### config.mk
export PLATFORM = sky130hd
export DESIGN_NAME = triangle_primitive_assembler
export DESIGN_NICKNAME = d
export VERILOG_FILES = /design/src/rtl/tpa_pkg.sv /design/src/rtl/triangle_primitive_assembler.sv /design/src/rtl/tpa_front.sv /design/src/rtl/tpa_queue.sv /design/src/rtl/tpa_back.sv
export SDC_FILE = /design/constraint.sdc
export NUM_CORES = 1
export LEC_CHECK = 0
export BUFFER_PORTS_ARGS = -buffer_cell sky130_fd_sc_hd__buf_4
export CAP_MARGIN = 20
export CORE_UTILIZATION = 55
export CTS_CLUSTER_SIZE = 14
export DETAILED_ROUTE_END_ITERATION = 6
export PLACE_DENSITY = 0.75
export SLEW_MARGIN = 10
export SYNTH_ARGS = -nofsm -noshare
export SYNTH_HDL_FRONTEND = slang
export SYNTH_SLANG_ARGS = --single-unit
### constraint.sdc
create_clock -name clk -period 5.4 [get_ports clk]
set_input_delay 0.27 -clock clk [delete_from_list [all_inputs] [get_ports clk]]
set_output_delay 0.27 -clock clk [all_outputs]
set_load 0.005 [all_outputs]
### src/rtl/tpa_pkg.sv
// ----------------------------------------------------------------------------
// tpa_pkg
// Shared types and constants of the triangle primitive assembler.
// ----------------------------------------------------------------------------
`default_nettype none

package tpa_pkg;

	// Default widths and depths
	localparam int TPA_INDEX_WIDTH = 32;
	localparam int TPA_QUEUE_DEPTH = 2;
	localparam int TPA_FIELD_WIDTH = 32;
	localparam int TPA_CFG_INDEX_WIDTH = 1;

	// Configuration register indexes
	localparam logic [TPA_CFG_INDEX_WIDTH-1:0] CFG_PRIMITIVE_MODE = 1'd0;
	localparam logic [TPA_CFG_INDEX_WIDTH-1:0] CFG_VERTEX_COUNT = 1'd1;

	// Primitive topology codes
	typedef enum logic [1:0] {
		MODE_LIST   = 2'd0,
		MODE_STRIP  = 2'd1,
		MODE_FAN    = 2'd2,
		MODE_NONE   = 2'd3
	} mode_t;

	// Batch status codes
	typedef enum logic [2:0] {
		ST_OK    = 3'd0,
		ST_RANGE = 3'd1,
		ST_SHORT = 3'd2,
		ST_NOT3  = 3'd3,
		ST_MODE  = 3'd4
	} status_t;

	// Input request: one vertex index
	typedef struct packed {
		logic [TPA_FIELD_WIDTH-1:0] index_value;
		logic                       last_index;
	} tpa_in_t;

	// Output request: one result per index
	typedef struct packed {
		logic                       tri_valid;
		logic [TPA_FIELD_WIDTH-1:0] corner_a;
		logic [TPA_FIELD_WIDTH-1:0] corner_b;
		logic [TPA_FIELD_WIDTH-1:0] corner_c;
		logic                       batch_done;
		logic [2:0]                 batch_status;
	} tpa_out_t;

	// Queue status seen by the input stall and the back
	typedef struct packed {
		logic full;
		logic empty;
	} tpa_q_status_t;

endpackage : tpa_pkg

`default_nettype wire

### src/rtl/triangle_primitive_assembler.sv
// ----------------------------------------------------------------------------
// triangle_primitive_assembler
// Turns a stream of vertex indices (list, strip or fan) into triangles with a
// per-batch status on the last index.
//
//   channel | direction | handshake            | payload
//   --------+-----------+----------------------+------------------
//   in      | input     | in_valid / in_stall  | tpa_in_t  in_item
//   out     | output    | out_valid / out_stall| tpa_out_t out_item
//   cfg     | input     | cfg_write            | cfg_index, cfg_data
//
// One index is accepted per cycle while in_stall is low; the front holds all
// batch state in registers and classifies an index in the cycle it is accepted.
// A result is written into the queue when its index is taken, then moves to
// the output register, and it waits in the queue while the output is stalled.
// in_stall rises only when the result queue (QUEUE_DEPTH entries) is full;
// out_stall holds the output register while the front keeps filling the queue.
// Reset empties the queue, clears batch state, mode to list, vertex count to 0.
// ----------------------------------------------------------------------------
`default_nettype none

module triangle_primitive_assembler #(
	parameter int INDEX_WIDTH = tpa_pkg::TPA_INDEX_WIDTH,
	parameter int QUEUE_DEPTH = tpa_pkg::TPA_QUEUE_DEPTH
) (
	input  wire logic                                    clk,
	input  wire logic                                    arst_n,
	input  wire logic                                    in_valid,
	output logic                                         in_stall,
	input  wire tpa_pkg::tpa_in_t                        in_item,
	output logic                                         out_valid,
	input  wire logic                                    out_stall,
	output tpa_pkg::tpa_out_t                            out_item,
	input  wire logic                                    cfg_write,
	input  wire logic [tpa_pkg::TPA_CFG_INDEX_WIDTH-1:0] cfg_index,
	input  wire logic [tpa_pkg::TPA_FIELD_WIDTH-1:0]     cfg_data
);

	import tpa_pkg::*;

	tpa_q_status_t q_status;
	tpa_out_t      front_result;
	tpa_out_t      q_head;
	logic          push;
	logic          pop;

	// Accept while the queue has room
	assign in_stall = q_status.full;
	assign push     = in_valid && !in_stall;

	tpa_front #(
		.INDEX_WIDTH (INDEX_WIDTH)
	) u_front (
		.clk       (clk),
		.arst_n    (arst_n),
		.cfg_write (cfg_write),
		.cfg_index (cfg_index),
		.cfg_data  (cfg_data),
		.push      (push),
		.item      (in_item),
		.result    (front_result)
	);

	tpa_queue #(
		.QUEUE_DEPTH (QUEUE_DEPTH)
	) u_queue (
		.clk       (clk),
		.arst_n    (arst_n),
		.push      (push),
		.push_data (front_result),
		.pop       (pop),
		.head      (q_head),
		.status    (q_status)
	);

	tpa_back u_back (
		.clk       (clk),
		.arst_n    (arst_n),
		.q_status  (q_status),
		.head      (q_head),
		.pop       (pop),
		.out_valid (out_valid),
		.out_stall (out_stall),
		.out_item  (out_item)
	);

endmodule : triangle_primitive_assembler

`default_nettype wire

### src/rtl/tpa_front.sv
// ----------------------------------------------------------------------------
// tpa_front
// Accepts vertex indices, range-checks them, tracks batch state and builds
// one result per index (triangle and batch status).
// ----------------------------------------------------------------------------
`default_nettype none

module tpa_front #(
	parameter int INDEX_WIDTH = tpa_pkg::TPA_INDEX_WIDTH
) (
	input  wire logic                                   clk,
	input  wire logic                                   arst_n,
	input  wire logic                                   cfg_write,
	input  wire logic [tpa_pkg::TPA_CFG_INDEX_WIDTH-1:0] cfg_index,
	input  wire logic [tpa_pkg::TPA_FIELD_WIDTH-1:0]    cfg_data,
	input  wire logic                                   push,
	input  wire tpa_pkg::tpa_in_t                       item,
	output tpa_pkg::tpa_out_t                           result
);

	import tpa_pkg::*;

	localparam logic [TPA_FIELD_WIDTH:0]   IdxLimit = (TPA_FIELD_WIDTH+1)'(1) << INDEX_WIDTH;
	localparam logic [TPA_FIELD_WIDTH-1:0] IdxMask = IdxLimit[TPA_FIELD_WIDTH-1:0] -
		TPA_FIELD_WIDTH'(1);

	// Configuration registers
	mode_t                      mode_q;
	logic [TPA_FIELD_WIDTH-1:0] vcount_q;

	// Batch state
	logic [INDEX_WIDTH-1:0]     older_q;
	logic [INDEX_WIDTH-1:0]     newer_q;
	logic [INDEX_WIDTH-1:0]     first_q;
	logic [TPA_FIELD_WIDTH-1:0] count_q;
	logic [1:0]                 mod3_q;
	logic                       sticky_q;

	logic [TPA_FIELD_WIDTH-1:0] v_full;
	logic [INDEX_WIDTH-1:0]     v;
	logic                       range_bad;
	logic                       err_now;
	logic                       past_two;
	logic                       saturated;
	logic [TPA_FIELD_WIDTH-1:0] count_next;
	logic [1:0]                 mod3_next;
	logic                       emit;
	logic [INDEX_WIDTH-1:0]     ca;
	logic [INDEX_WIDTH-1:0]     cb;
	logic [INDEX_WIDTH-1:0]     cc;
	status_t                    status;

	// Write configuration
	always_ff @(posedge clk or negedge arst_n) begin
		if (!arst_n) begin
			mode_q   <= MODE_LIST;
			vcount_q <= '0;
		end else if (cfg_write) begin
			unique case (cfg_index)
				CFG_PRIMITIVE_MODE: mode_q   <= mode_t'(cfg_data[1:0]);
				CFG_VERTEX_COUNT:   vcount_q <= cfg_data;
				default:            ;
			endcase
		end
	end

	// Check range and derive counter conditions
	assign v_full     = item.index_value;
	assign v          = v_full[INDEX_WIDTH-1:0];
	assign range_bad  = (|(v_full & ~IdxMask)) || (v_full >= vcount_q);
	assign err_now    = sticky_q || range_bad;
	assign past_two   = |count_q[TPA_FIELD_WIDTH-1:1];
	assign saturated  = &count_q;
	assign count_next = saturated ? count_q : count_q + TPA_FIELD_WIDTH'(1);

	always_comb begin
		mod3_next = mod3_q;
		if (!saturated) begin
			mod3_next = (mod3_q == 2'd2) ? 2'd0 : mod3_q + 2'd1;
		end
	end

	// Classify the index and pick corners
	always_comb begin
		emit = 1'b0;
		ca   = older_q;
		cb   = newer_q;
		cc   = v;
		if (!err_now) begin
			unique case (mode_q)
				MODE_LIST: begin
					emit = !saturated && (mod3_q == 2'd2);
				end
				MODE_STRIP: begin
					emit = past_two && (older_q != newer_q) && (newer_q != v) &&
						(older_q != v);
					if (count_q[0]) begin
						ca = newer_q;
						cb = older_q;
					end
				end
				MODE_FAN: begin
					ca   = first_q;
					emit = past_two && (first_q != newer_q) && (newer_q != v) &&
						(first_q != v);
				end
				MODE_NONE: begin
					emit = 1'b0;
				end
				default: ;
			endcase
		end
	end

	// Status of the final index
	always_comb begin
		status = ST_OK;
		if (item.last_index) begin
			if (err_now) begin
				status = ST_RANGE;
			end else if (mode_q == MODE_NONE) begin
				status = ST_MODE;
			end else if (mode_q == MODE_LIST) begin
				status = (mod3_next != 2'd0) ? ST_NOT3 : ST_OK;
			end else begin
				status = past_two ? ST_OK : ST_SHORT;
			end
		end
	end

	// Assemble the result request
	always_comb begin
		result.tri_valid    = emit;
		result.corner_a     = emit ? TPA_FIELD_WIDTH'(ca) : '0;
		result.corner_b     = emit ? TPA_FIELD_WIDTH'(cb) : '0;
		result.corner_c     = emit ? TPA_FIELD_WIDTH'(cc) : '0;
		result.batch_done   = item.last_index;
		result.batch_status = status;
	end

	// Advance batch state; clear it at the end of a batch
	always_ff @(posedge clk or negedge arst_n) begin
		if (!arst_n) begin
			older_q  <= '0;
			newer_q  <= '0;
			first_q  <= '0;
			count_q  <= '0;
			mod3_q   <= '0;
			sticky_q <= 1'b0;
		end else if (push) begin
			if (item.last_index) begin
				older_q  <= '0;
				newer_q  <= '0;
				first_q  <= '0;
				count_q  <= '0;
				mod3_q   <= '0;
				sticky_q <= 1'b0;
			end else begin
				if (count_q == '0) begin
					first_q <= v;
				end
				older_q  <= newer_q;
				newer_q  <= v;
				count_q  <= count_next;
				mod3_q   <= mod3_next;
				sticky_q <= err_now;
			end
		end
	end

endmodule : tpa_front

`default_nettype wire

### src/rtl/tpa_queue.sv
// ----------------------------------------------------------------------------
// tpa_queue
// Small result queue between the front and the back.
// ----------------------------------------------------------------------------
`default_nettype none

module tpa_queue #(
	parameter int QUEUE_DEPTH = tpa_pkg::TPA_QUEUE_DEPTH
) (
	input  wire logic               clk,
	input  wire logic               arst_n,
	input  wire logic               push,
	input  wire tpa_pkg::tpa_out_t  push_data,
	input  wire logic               pop,
	output tpa_pkg::tpa_out_t       head,
	output tpa_pkg::tpa_q_status_t  status
);

	import tpa_pkg::*;

	localparam int PtrWidth = $clog2(QUEUE_DEPTH);
	localparam int CntWidth = $clog2(QUEUE_DEPTH + 1);

	tpa_out_t              entry_q [QUEUE_DEPTH];
	logic [PtrWidth-1:0]   wr_ptr_q;
	logic [PtrWidth-1:0]   rd_ptr_q;
	logic [CntWidth-1:0]   count_q;

	assign status.full  = (count_q == CntWidth'(QUEUE_DEPTH));
	assign status.empty = (count_q == '0);
	assign head         = entry_q[rd_ptr_q];

	// Store pushed results
	always_ff @(posedge clk) begin
		if (push) begin
			entry_q[wr_ptr_q] <= push_data;
		end
	end

	// Advance pointers and occupancy
	always_ff @(posedge clk or negedge arst_n) begin
		if (!arst_n) begin
			wr_ptr_q <= '0;
			rd_ptr_q <= '0;
			count_q  <= '0;
		end else begin
			if (push) begin
				wr_ptr_q <= wr_ptr_q + PtrWidth'(1);
			end
			if (pop) begin
				rd_ptr_q <= rd_ptr_q + PtrWidth'(1);
			end
			if (push && !pop) begin
				count_q <= count_q + CntWidth'(1);
			end else if (pop && !push) begin
				count_q <= count_q - CntWidth'(1);
			end
		end
	end

endmodule : tpa_queue

`default_nettype wire

### src/rtl/tpa_back.sv
// ----------------------------------------------------------------------------
// tpa_back
// Drains the result queue into the output register and presents it.
// ----------------------------------------------------------------------------
`default_nettype none

module tpa_back (
	input  wire logic               clk,
	input  wire logic               arst_n,
	input  wire tpa_pkg::tpa_q_status_t q_status,
	input  wire tpa_pkg::tpa_out_t  head,
	output logic                    pop,
	output logic                    out_valid,
	input  wire logic               out_stall,
	output tpa_pkg::tpa_out_t       out_item
);

	import tpa_pkg::*;

	logic     valid_q;
	tpa_out_t data_q;

	// Pop when the output register is free or being taken
	assign pop       = !q_status.empty && (!valid_q || !out_stall);
	assign out_valid = valid_q;
	assign out_item  = data_q;

	// Hold valid until the request is taken
	always_ff @(posedge clk or negedge arst_n) begin
		if (!arst_n) begin
			valid_q <= 1'b0;
		end else if (pop) begin
			valid_q <= 1'b1;
		end else if (!out_stall) begin
			valid_q <= 1'b0;
		end
	end

	// Load payload on pop
	always_ff @(posedge clk) begin
		if (pop) begin
			data_q <= head;
		end
	end

endmodule : tpa_back

`default_nettype wire

-- Yosys cells after proc, flatten, opt, wreduce, memory -nomap -nowiden
Memory sizes are Yosys's and may differ from the RTL's. A register that Yosys moved wholly into a read port is not among the register bits.
Index checks and enable logic that the tools add are counted.
- register bits after elaboration: 170
- memory bits (writable): 202
- input bits: 71
- memories: 1
- $add $sub $neg: 6
- $lt $le $gt $ge: 1
- eq/ne operators: 12
- muxes and demuxes: 33
- bitwise operators: 1
- reductions and logical operators: 32
- memory list (memory ; depth ; bits a word ; read ports ; clocked after Yosys merged registers in ; write ports ; line ; source):
    u_queue.entry_q ; 2 ; 101 ; 1 ; 1 ; 1 ; tpa_queue.sv:24 ; tpa_out_t entry_q [QUEUE_DEPTH];
- operators by type and width (operator ; number):
    $mux W32 ; 14
    $ne A32 B32 Y1 ; 5
    $pmux W32 S2 ; 1
    $add A32 B1 Y32 const B ; 1
    $ge A32 B32 Y1 ; 1
    $logic_not A32 Y1 ; 1
    $reduce_and A32 Y1 ; 1
    $reduce_or A31 Y1 ; 1
    $mux W2 ; 7
    $mux W3 ; 4
    $logic_and A1 B1 Y1 ; 11
    $eq A2 B2 Y1 const B ; 4
    $reduce_and A2 Y1 ; 4
    $logic_not A1 Y1 ; 7
    $mux W1 ; 6
    $reduce_bool A2 Y1 ; 3
    $add A2 B1 Y2 const B ; 2
    $logic_not A2 Y1 ; 2
    $pmux W1 S4 ; 1
    $add A1 B1 Y1 const B ; 2
    $eq A2 B1 Y1 const B ; 1
    $logic_or A1 B1 Y1 ; 2
    $ne A2 B1 Y1 const B ; 1
    $ne A2 B2 Y1 const B ; 1
    other kinds (2) ; 2

-- Logic depth before layout (Yosys ltp)
Gate-level depths: netlist of run 1.
- word-level depth: 9
- mapped depth: 11
- depth with buffers taken out: 8

-- Cells and area by module
A second synthesis of run 1 with hierarchy kept.
- cell total of the unflattened synthesis: 2025
- area, all modules: 23744.0 um^2
- modules (own cells, without submodules) (module ; times used ; cells an instance ; area an instance (um^2) ; sequential area each (um^2)):
    tpa_front ; 1 ; 1590 ; 12859.8 ; 4129.0
    tpa_queue ; 1 ; 330 ; 7797.5 ; 6165.9
    tpa_back ; 1 ; 104 ; 3072.9 ; 3057.9
    triangle_primitive_assembler ; 1 ; 1 ; 13.8 ; 0.0

-- Worst setup path before layout of run 1
OpenSTA, ideal clock, no wires.
- path kind: reg-to-reg
- from: reg u_queue.count_q[0]
- to: mem u_queue.entry_q[0][0] (netlist name), enable pin
- data arrival time: 5180 ps
- path slack: -342 ps
- cell stages (with the launch flop): 5
- path buffers: 1
- period minus slack after synthesis: 5742 ps
- cell sequence: dfrtp_1 nand2b_1 nand2_1 clkbuf_1 nor2_1
- word-level cells in the longest chain between the ends: 5
- RTL lines (element ; line ; source):
    start, declared ; tpa_queue.sv:27 ; logic [CntWidth-1:0] count_q;
    start signal, assigned ; tpa_queue.sv:54 ; count_q <= count_q + CntWidth'(1);
    start signal, assigned ; tpa_queue.sv:56 ; count_q <= count_q - CntWidth'(1);
    $eq A2 B2 Y1 ; tpa_queue.sv:29 ; assign status.full = (count_q == CntWidth'(QUEUE_DEPTH));
    $logic_not A1 Y1 ; triangle_primitive_assembler.sv:49 ; assign push = in_valid && !in_stall;
    $logic_and A1 B1 Y1 ; triangle_primitive_assembler.sv:49 ;
    $mux W1 ; tpa_queue.sv:35 ; if (push) begin
    $mux W1 (not written as such) ; tpa_queue.sv:36 ; entry_q[wr_ptr_q] <= push_data;
    end, declared ; tpa_queue.sv:24 ;
Every way passes these cells.

==> results of run 1 <==
==> state kept, by name, summed over array words and instances (netlist names) <==
name and count:
u_front.count_q 32, u_front.newer_q 32, u_queue.count_q 2, u_front.mode_q 2, u_queue.entry_q 202, u_front.vcount_q 32
u_back.out_item 101, u_back.out_valid 1, u_queue.rd_ptr_q 1, u_queue.wr_ptr_q 1, u_front.first_q 32, u_front.sticky_q 1
u_front.older_q 32, u_front.mod3_q 2
==> final cells by class <==
| type | count | area share, % |
|---|---|---|
| diodes | 1 | 0.009325 |
| clock buffers | 60 | 4.914 |
| clock inverters | 30 | 0.9698 |
| inverters | 43 | 0.6155 |
| multi-input cells | 1247 | 34.01 |
| flip-flops and latches | 473 | 49.77 |
| well taps | 539 | 2.513 |
| repair buffers | 239 | 7.194 |
==> cells in the mapped netlist (11+ instances only) <==
| master | instances | area (um2) |
|---|---|---|
| nand3_1 | 13 | 65.06 |
| a22oi_1 | 32 | 240.2 |
| nand2_1 | 232 | 870.8 |
| o22ai_1 | 64 | 400.4 |
| nand3b_1 | 64 | 480.5 |
| xor2_1 | 139 | 1217 |
| nand4_1 | 84 | 525.5 |
| a22o_1 | 34 | 297.8 |
| ha_1 | 40 | 500.5 |
| inv_1 | 42 | 157.7 |
| dfrtp_1 | 170 | 4254 |
| clkbuf_1 | 91 | 341.6 |
| buf_1 | 15 | 56.30 |
| a2111oi_0 | 31 | 271.5 |
| mux2_2 | 166 | 1869 |
| o21ai_0 | 26 | 130.1 |
| buf_2 | 84 | 420.4 |
| mux2i_1 | 33 | 330.3 |
| a21oi_1 | 52 | 260.3 |
| xnor2_1 | 41 | 359.1 |
| nor2_1 | 61 | 229.0 |
| nor4_1 | 43 | 269.0 |
| edfxtp_1 | 303 | 9099 |
| and4_1 | 11 | 96.34 |
==> how the worst max path moves through the flow <==
stage	endpoint	slack [ns]	start
6_report	u_queue.entry_q[0][63]$_DFFE_PP_	1.65	in_item[1]
5_1_grt	u_queue.entry_q[0][63]$_DFFE_PP_	1.25	in_item[1]
4_1_cts	u_queue.entry_q[0][63]$_DFFE_PP_	1.66	in_item[1]
3_5_place_dp	u_queue.entry_q[0][63]$_DFFE_PP_	1.59	in_item[1]
3_3_place_gp	u_queue.entry_q[0][0]$_DFFE_PP_	1.89	in_item[1]
2_1_floorplan	u_queue.entry_q[0][0]$_DFFE_PP_	1.36	u_queue.count_q[0]$_DFFE_PN0P_
==> per-layer routing <==
layer  track usage, %  vias to the layer above
met5                0                        -
met4            10.78                        0
met3            6.325                      118
met2            46.13                      765
met1            41.14                     8135
li1                 -                     7372
==> power by group through the flow <==
stage	registers, uW	clock network (uW)	logic (uW)
6_report	6130	3340	4390
5_1_grt	6230	3530	4700
4_1_cts	6100	3390	4380
3_5_place_dp	6170	0	4330
3_3_place_gp	6120	0	4290
2_1_floorplan	5780	0	2880
==> kinds of logic after synthesis <==
| logic type | after synthesis | share of synthesized area (%) |
|---|---|---|
| and+or+nand+nor | 554 | 12.38 |
| DFF | 473 | 57.02 |
| AOI/OAI and AO/OA | 274 | 8.073 |
| buffers and inverters | 235 | 4.264 |
| muxes | 199 | 9.393 |
| xor gates and xnor gates | 180 | 6.732 |
| adders and majority gates | 40 | 2.137 |
==> metrics by stage <==
step	setup WS [ns]	instance area, um2	std cells
2_1_floorplan	1.361	23420	1955
3_3_place_gp	1.893	24840	2500
3_5_place_dp	1.595	24840	2500
4_1_cts	1.656	26820	2630
5_1_grt	1.255	26830	2631
6_report	1.648	26830	2632
==> timing repair <==
item / 4_1_cts / 5_1_grt
resized for setup: 0 / 0
hold buffers: 40 / 0
hold endpoints to repair: 120 / 0
==> worst max-delay path: stages <==
cell and delay [ns]:
dlygate4sd3_1 0.55, buf_4 0.16, inv_1 0.08, ha_1 0.30, nand2b_1 0.16, a2111oi_0 0.40, o311ai_1 0.21, o21ai_4 0.80
nand2_2 0.11, buf_4 0.31, a2111oi_0 0.65
==> metrics.yaml, run 1 <==
detailed_routing:
  routed_wl_mm: 64.33
  viasPerCell: 6.227
  drt-met1-wl_mm: 26.87
  wl_per_cell_um: 24.44
  top_layer: "met4"
  met2_length_mm: 30.09
  antenna_left: 0
  dr.first_iter.drc_count: 1572
  drc: 11
  route.met3.wl_mm: 5.353
  vias: 16390
  drt_first_pass_iters: 7
finish:
  multiInputGateArea_mm2: 0.009126
  ff_latch_area_mm2: 0.01336
  n_fill_cell: 3154
  drive_gt1_share_pct: 22.23
  synthToLayoutAreaGrowth_pct: 14.59
  fin_util_pct: 63.97
  final_cell_mix: "edfxtp_1, nand2_1, buf_4, dfrtp_1, mux2_2"
  layout_commonest_cell: "edfxtp_1"
  nets: 2164
clock_tree:
  cts.sinks: 473
  postCtsSetupRepairBufs: 0
  cts-buffers-inserted: 49
  clk_pin_slew_ns: 0.06
  cts-root-buf: "clkbuf_16"
  h-tree-depth: 2
  cts_tree: "done"
  worstSkewPairLatency_ns: 0.60
  cts_max_path_buffers: 3
pwr:
  p_leak_uw: 0.01096
  finalPower_uw: 13870
  switching_share_pct: 35.38
  combPwrFrac_pct: 31.7
  p_int_uw: 8962
  p_per_area_mw_per_mm2: 516.8
  p_seq_share_pct: 44.2
  power.switching_uw: 4906
  clkPwrFrac_pct: 24.1
  ir_worst_vdd_mv: 0.3574
yosys:
  ys_ff_latch: 473
  yosys_warnings: 0
  synthFlopType: "edfxtp_1"
  synth_edf_count: 303
  synth_seq_area_share_pct: 57.02
  synth_cell_types: 62
  synth_cells: 1955
  synthArstFlopShare_pct: 35.94
  synth_area_mm2: 0.02342
  syn-mean-instance-area_um2: 11.98
  synth_fp_nets: 2066
worst_hold_path:
  hp-start: "cfg_index"
  hold_depth: 4
  min_path_type: "in -> reg"
  holdPathEnd: "u_front.mode_q[1]$_DFFE_PN0P_"
critical_path:
  endpoint_kind: "flip-flop"
  start_kind: "primary input"
  critPathArrivalTime_ns: 4.04
  rr_startpoint: "u_front.vcount_q[0]$_DFFE_PN0P_"
  critPathKind: "in -> reg"
  cp_max_fo: 48
  ff2ff_path_depth: 8
  rr_endpoint: "u_queue.entry_q[0][63]$_DFFE_PP_"
  rrSetupSlack_ns: 1.75
  required_ns: 5.69
floorplanning:
  rows: 75
  num_io_pins: 174
  coreArea_mm2: 0.04195
  start_util_pct: 55.83
  dieHeight_um: 208.3
  die-area_mm2: 0.04341
  die_w_um: 208.3
global_route:
  grt_max_degree: 102
  grt_usage_pct: 29.66
  grt_pass1_vias: 15939
  antenna_found_initial: 2
  grt_pass1_wl_mm: 97.14
  overflow: 0
timing:
  tightest_slew_ns: 1.017
  fin_worst_skew_ns: 0.02693
  setup_violations: 0
  rsz0062_at_grt: "no"
  drv_slew: 0
  slew-limit-headroom_pct: 32.23
  fmax_mhz: 266.5
  final-hold-violation-count: 0
  fin_crit_sh_pct: 69.49
  timing.hold.ws_ns: 0.01926
  setup_tns_ns: 0
  fin_crit_ns: 3.752
placement:
  io_buffer_count: 173
  place.gp.congestion: 0.9637
  hpwl_mm: 41.62
flow_run:
  drv_cap: 0
outcome:
  violations: "DRC"
  run_status: "finished, violations left"
No activity file was read; power rests on OpenSTA's default activity.
==> run 2, diff against run 1 <==
Settings changed: ABC_AREA set to 1, CORE_UTILIZATION 55 to 61, PLACE_DENSITY 0.75 to 0.79.
Clock period 5.4 ns to 3.78 ns, I/O delays scaled along.
==> metrics.yaml, run 2 <==
critical_path:
  critPathKind: "reg -> reg"
  endpoint_kind: "flip-flop"
  critPathArrivalTime_ns: 3.27  # -0.77 ns
  start_kind: "flip-flop"
  required_ns: 4.21  # -1.48 ns
  cp_max_fo: 64  # +33%
timing:
  fin_crit_ns: 2.842
  fin_crit_sh_pct: 75.19
  setup_tns_ns: 0  # unchanged
  drv_slew: 0  # unchanged
  fin_worst_skew_ns: 0.02576  # -0.001169 ns
  final-hold-violation-count: 0  # unchanged
  rsz0062_at_grt: "no"
  finalWorstSetupSlack_ns: 0.9377  # -0.7099 ns
  timing.hold.ws_ns: 0.1658  # +0.1465 ns
  slew-limit-headroom_pct: 33.17  # +0.94 points
  fmax_mhz: 351.8
  tightest_slew_ns: 1.002  # -0.01412 ns
  setup_violations: 0  # unchanged
yosys:
  yosys.area_share.xor_xnor_pct: 3.475  # -3.3 points
  synth_compound_area_share_pct: 8.330  # +0.26 points
  synth_seq_area_share_pct: 55.77  # -1.2 points
  yosys_warnings: 0  # unchanged
  synthAdderAreaFrac_pct: 2.090  # -0.047 points
  synth_fp_nets: 2895  # +40%
  synthSimpleGateAreaFrac_pct: 23.02  # +11 points
  synth.most_common_cell: "nand2_1"
  synthArstFlopShare_pct: 35.94  # unchanged
  synth.top_cells.by_count: "nand2_1, edfxtp_1, inv_1"
  synth_cells: 2784  # +42%
  synth_mux_area_share_pct: 0  # -9.4 points
  synth_area_mm2: 0.02394  # +2.2%
  synthTopCellsByArea: "edfxtp_1, dfrtp_1, nand2_1"
  ys_ff_latch: 473  # unchanged
  synth_edf_count: 303  # unchanged
  synthFlopType: "edfxtp_1"
  synth_cell_types: 39  # -37%
  synth_top_family_by_area: "simple AND/OR/NAND/NOR gates"
  yosys.area.top_type: "edfxtp_1"
  yosysTopAreaCellShare_pct: 38.00  # -0.85 points
  syn-mean-instance-area_um2: 8.600  # -28%
floorplanning:
  start_util_pct: 61.95  # +6.1 points
  die-area_mm2: 0.04004  # -7.7%
  dieHeight_um: 200.1  # -4.0%
  num_io_pins: 174  # unchanged
  die_w_um: 200.1  # -4.0%
  coreArea_mm2: 0.03865  # -7.9%
  rows: 72  # -4.0%
detailed_routing:
  routed_wl_mm: 66.37  # +3.2%
  drt_first_pass_iters: 7  # unchanged
  drc: 0  # -11
  top_layer: "met4"
  dr.first_iter.drc_count: 2286  # +45%
  viasPerCell: 5.722  # -8.1%
  route.met3.wl_mm: 6.364  # +19%
  vias: 20089  # +23%
  antenna_left: 0  # unchanged
  wl_per_cell_um: 18.90  # -23%
  drt-met1-wl_mm: 26.89  # about the same
  met2_length_mm: 30.58  # +1.6%
clock_tree:
  worstSkewPairLatency_ns: 0.60  # about the same
  cts-buffers-inserted: 48  # -2.0%
  cts.sinks: 473  # unchanged
  clk_pin_slew_ns: 0.07  # about the same
  h-tree-depth: 2  # unchanged
  cts-root-buf: "clkbuf_16"
  postCtsSetupRepairBufs: 0  # unchanged
  cts_max_path_buffers: 3  # unchanged
  cts_resized: 0  # unchanged
  cts_tree: "done"
finish:
  layout_commonest_cell: "nand2_1"
  finish.instance_area_mm2: 0.02798  # +4.3%
  synthToLayoutAreaGrowth_pct: 16.87
  largest-register: "u_queue.entry_q"
  final_cell_mix: "nand2_1, edfxtp_1, inv_1, nor2_1, o21ai_0"
  n_antenna_cell: 0  # -1
  nets: 3066  # +42%
  largest_reg_flops: 202  # unchanged
  drive_gt1_share_pct: 11.26  # -11 points
placement:
  place.gp.congestion: 0.9372  # -2.7%
  placedInstanceArea_mm2: 0.02559  # +3.0%
  post-place-ws_ns: 1.031  # -0.5637 ns
  io_buffer_count: 173  # unchanged
  hpwl_mm: 41.84  # +0.53%
outcome:
  run_status: "finished clean"
flow_run:
  drv_cap: 0  # unchanged
pwr:
  p_per_area_mw_per_mm2: 758.4  # +47%
  p_leak_uw: 0.01209  # +10%
  ir_worst_vdd_mv: 0.5361  # +50%
global_route:
  grt_pass1_vias: 19571  # +23%
  grt_max_degree: 100  # -2.0%
  overflow: 0  # unchanged
  grt_pass1_wl_mm: 105.3  # +8.4%
  grt_usage_pct: 33.31  # +3.7 points
  antenna_found_initial: 0  # -2
worst_hold_path:
  min_path_type: "in -> reg"
-- run 2: changes by cell type after synthesis, sizes merged, moves of 43 or more --
cell	change
nand2	+711
inv	+242
nor2	+205
mux2	-166
o21ai	+166
xor2	-128
nand3	+78
nand3b	-64
buf	-46
nand4	-46
xnor2	+43
-- run 2: area by class of cell --
type,instances,area [um2]
inverter,286,1076
timing repair buffer,270,2351
clock buffer,61,1311
clock inverter,27,361.6
sequential,473,13360
multi-input combinational,1876,8877
tap,518,648.1
fill,2831,10670
-- run 2: per-stage QoR --
step | total power, uW | utilization [%] | cells
after floorplan | 13150 | - | 2784
after global placement | 15730 | 66.14 | 3351
after detailed placement | 15980 | 66.21 | 3352
after CTS | 21140 | 72.35 | 3510
after global routing | 22350 | 72.40 | 3511
final | 21220 | 72.40 | 3511
-- run 2: logic make-up (layout without fill, tap and decap cells) --
group           count (synthesis)  in the layout
simple gates                 1374           1374
flops                         473            473
buf+inv                       435            644
compound gates                367            367
xor+xnor                       95             95
fa+ha+maj                      40             40
-- run 2: timing repair --
item                                    in CTS  in global routing
endpoints found under the hold margin      201                  0
hold buffers                                70                  0
endpoints found under the setup margin       0                  0
-- run 2: metal layers --
metal,track usage [%],vias up
li1,-,9406
met1,45.69,9495
met2,52.05,1023
met3,7.045,165
met4,13.35,0
met5,0,-
-- run 2: worst paths after layout --
check,from,to,slack [ns],cells after the start
max,u_front.vcount_q[27]$_DFFE_PN0P_,u_queue.entry_q[0][76]$_DFFE_PP_,0.94,12
min,cfg_write,u_front.vcount_q[19]$_DFFE_PN0P_,0.17,3
max reg2reg,u_front.vcount_q[27]$_DFFE_PN0P_,u_queue.entry_q[0][76]$_DFFE_PP_,0.94,12
min reg2reg,u_front.vcount_q[0]$_DFFE_PN0P_,u_front.vcount_q[0]$_DFFE_PN0P_,0.49,2
max in group asynchronous,arst_n,u_front.newer_q[12]$_DFFE_PN0P_,2.56,3
min in group asynchronous,arst_n,u_front.vcount_q[9]$_DFFE_PN0P_,0.25,2
-- run 2: power breakdown --
part / switching, uW / internal [uW] / leakage, uW / total (uW)
Clock: 2030 / 3060 / 0.000819 / 5100
Sequential: 998 / 7620 / 0.00513 / 8610
Combinational: 4880 / 2630 / 0.00614 / 7510
Total: 7910 / 13300 / 0.0121 / 21200
-- run 2: worst max-delay path: stages (launching register included) --
cell	delay [ns]
dfrtp_1	0.36
inv_1	0.12
ha_1	0.26
a21oi_1	0.15
o21ai_0	0.10
nand2_1	0.07
o2111ai_1	0.15
nor2_4	0.15
buf_4	0.61
nand3_1	0.30
nand2_1	0.14
inv_1	0.05
nor2_2	0.13
==> run 3, diff against run 2 <==
Settings changed: CORE_UTILIZATION 61 to 55, PLACE_DENSITY 0.79 to 0.75.
Clock period 3.78 ns to 2.6 ns, I/O delays scaled along.
==> metrics.yaml, run 3 (synthesis gave the netlist of run 2 again) <==
placement:
  io_buffer_count: 173  # unchanged
  hpwl_mm: 42.25  # +0.98%
  placedInstanceArea_mm2: 0.02593  # +1.4%
  place.gp.congestion: 0.9343  # -0.31%
  dp_cells: 3443  # +2.7%
clock_tree:
  clk_pin_slew_ns: 0.06  # about the same
  postCtsSetupRepairBufs: 0  # unchanged
  cts_max_path_buffers: 3  # unchanged
  cts-root-buf: "clkbuf_16"
  cts_tree: "done"
  worstSkewPairLatency_ns: 0.60  # about the same
  cts-buffers-inserted: 48  # unchanged
  h-tree-depth: 2  # unchanged
  cts.sinks: 473  # unchanged
worst_hold_path:
  hold_depth: 5  # +2
  hp-start: "in_valid"
  holdPathEnd: "u_front.sticky_q$_DFFE_PN0P_"
  min_path_type: "in -> reg"
detailed_routing:
  viasPerCell: 5.578  # -2.5%
  drt_first_pass_iters: 7  # unchanged
  vias: 20092  # +0.015%
  routed_wl_mm: 66.35  # about the same
  drc: 0  # unchanged
  antenna_left: 0  # unchanged
  dr.first_iter.drc_count: 2366  # +3.5%
  wl_per_cell_um: 18.42  # -2.6%
finish:
  layout_commonest_cell: "nand2_1"
  largest-register: "u_queue.entry_q"
  n_antenna_cell: 0  # unchanged
  final_cell_mix: "nand2_1, edfxtp_1, inv_1, nor2_1, buf_4"
  drive_gt1_share_pct: 12.56  # +1.3 points
  nets: 3091  # +0.82%
  synthToLayoutAreaGrowth_pct: 18.51
  fin_util_pct: 66.01  # -6.4 points
  stdcell_count: 3602  # +2.6%
  largest_reg_flops: 202  # unchanged
  finish.instance_area_mm2: 0.02837  # +1.4%
critical_path:
  ff2ff_path_depth: 14  # +2
  rrSetupSlack_ns: 0.11  # -0.83 ns
  crit_path_frequent_cell: "nand2_1"
  path_delay_family: "simple AND/OR/NAND/NOR gates"
  endpoint_kind: "flip-flop"
  max_stage_delay_ns: 0.46  # -0.15 ns
  cp_slowest_cell: "dfrtp_1"
  path_cells: "inv_2 -> nand2_1 -> nand2_1 -> nor3_1 -> nand3_1 -> nor2_1 -> nand2_1 -> nor2_1 -> nor2_1 -> nand2_1 -> nand2_1 -> nand2_4 -> buf_12 -> nor2_1"
  start_kind: "flip-flop"
  required_ns: 2.92  # -1.29 ns
  critPathArrivalTime_ns: 2.81  # -0.46 ns
  rr_endpoint: "u_queue.entry_q[0][47]$_DFFE_PP_"
  rr_startpoint: "u_front.newer_q[10]$_DFFE_PN0P_"
  crit_start: "u_front.newer_q[10]$_DFFE_PN0P_"
  cp_max_fo: 37  # -42%
  critPathKind: "reg -> reg"
  path_buf_inv: 2  # -1
floorplanning:
  rows: 76  # +5.6%
  coreArea_mm2: 0.04298  # +11%
  dieHeight_um: 210.6  # +5.3%
  num_io_pins: 174  # unchanged
  start_util_pct: 55.70  # -6.2 points
  die-area_mm2: 0.04437  # +11%
  die_w_um: 210.6  # +5.3%
timing:
  final-hold-violation-count: 0  # unchanged
  fmax_mhz: 402.0  # +14%
  rsz0062_at_grt: "no"
  fin_crit_ns: 2.488  # -0.3547 ns
  setup_tns_ns: 0  # unchanged
  fin_crit_sh_pct: 95.68  # +20 points
  fin_worst_skew_ns: 0.01766  # -0.008102 ns
  setup_violations: 0  # unchanged
  timing.hold.ws_ns: 0.03801  # -0.1277 ns
  drv_slew: 0  # unchanged
  slew-limit-headroom_pct: 32.97  # -0.20 points
  tightest_slew_ns: 1.005  # +0.003064 ns
flow_run:
  drv_cap: 0  # unchanged
global_route:
  antenna_found_initial: 0  # unchanged
  overflow: 0  # unchanged
  grt_pass1_wl_mm: 103.1  # -2.1%
  grt_pass1_vias: 19306  # -1.4%
  grt_max_degree: 102  # +2.0%
  grt_usage_pct: 29.83  # -3.5 points
pwr:
  p_leak_uw: 0.01223  # +1.1%
  p_per_area_mw_per_mm2: 1087  # +43%
  ir_worst_vdd_mv: 0.5962  # +11%
outcome:
  run_status: "finished clean"
==> run 3: cell types whose count changed in the layout (fill, tap and decap cells not counted), sizes merged <==
cell | before | now
buf | 200 | 223
clkinvlp | 2 | 4
clkbuf | 61 | 64
dlygate4sd3 | 70 | 69
bufinv | 9 | 6
==> run 3: how the worst max path moves through the flow <==
stage                                       end  cells after the start
6_report       u_queue.entry_q[0][47]$_DFFE_PP_                     14
5_1_grt        u_queue.entry_q[1][12]$_DFFE_PP_                     12
4_1_cts        u_queue.entry_q[1][63]$_DFFE_PP_                     12
3_5_place_dp   u_queue.entry_q[1][63]$_DFFE_PP_                     12
3_3_place_gp   u_queue.entry_q[0][90]$_DFFE_PP_                     14
2_1_floorplan   u_queue.entry_q[1][0]$_DFFE_PP_                      3
==> run 3: layer usage <==
metal / part of all wire [%] / GRT usage, %
met1: 41 / 40.96
met2: 47 / 47.67
met3: 9.2 / 5.323
met4: 2.9 / 10.84
met5: 0 / 0
==> run 3: cell type report <==
cell class              instances  area [um2]
clock inverters                26       292.8
repair buffers                295        2660
multi-input cells            1876        8951
well taps                     585       732.0
fillers                      3465       14610
clock buffers                  61        1301
flip-flops and latches        473       13360
inverters                     286        1077
==> run 3: power by group <==
part	switching, uW	internal, uW
clock	2920	4140
sequential	1370	11100
combinational	7280	4070
==> run 3: what timing repair did <==
action	in CTS	in global routing
hold buffers	69	0
endpoints found under the hold margin	176	0
gates resized for setup	0	24
endpoints found under the setup margin	0	48
==> run 3: worst min-delay path: cells and delay by family <==
kind                   cells  cell delay (ns)
buffers and inverters      2             0.26
AND/OR/NAND/NOR            1             0.06
AO/OA/AOI/OAI              2             0.13
==> run 3: through the flow <==
| stage | setup WS, ns | total power (uW) |
|---|---|---|
| after floorplan | -1.113 | 19100 |
| after global placement | 0.2348 | 23100 |
| after detailed placement | 0.1796 | 23460 |
| after CTS | 0.1666 | 30650 |
| after global routing | 0.01147 | 32580 |
| final | 0.1123 | 30840 |
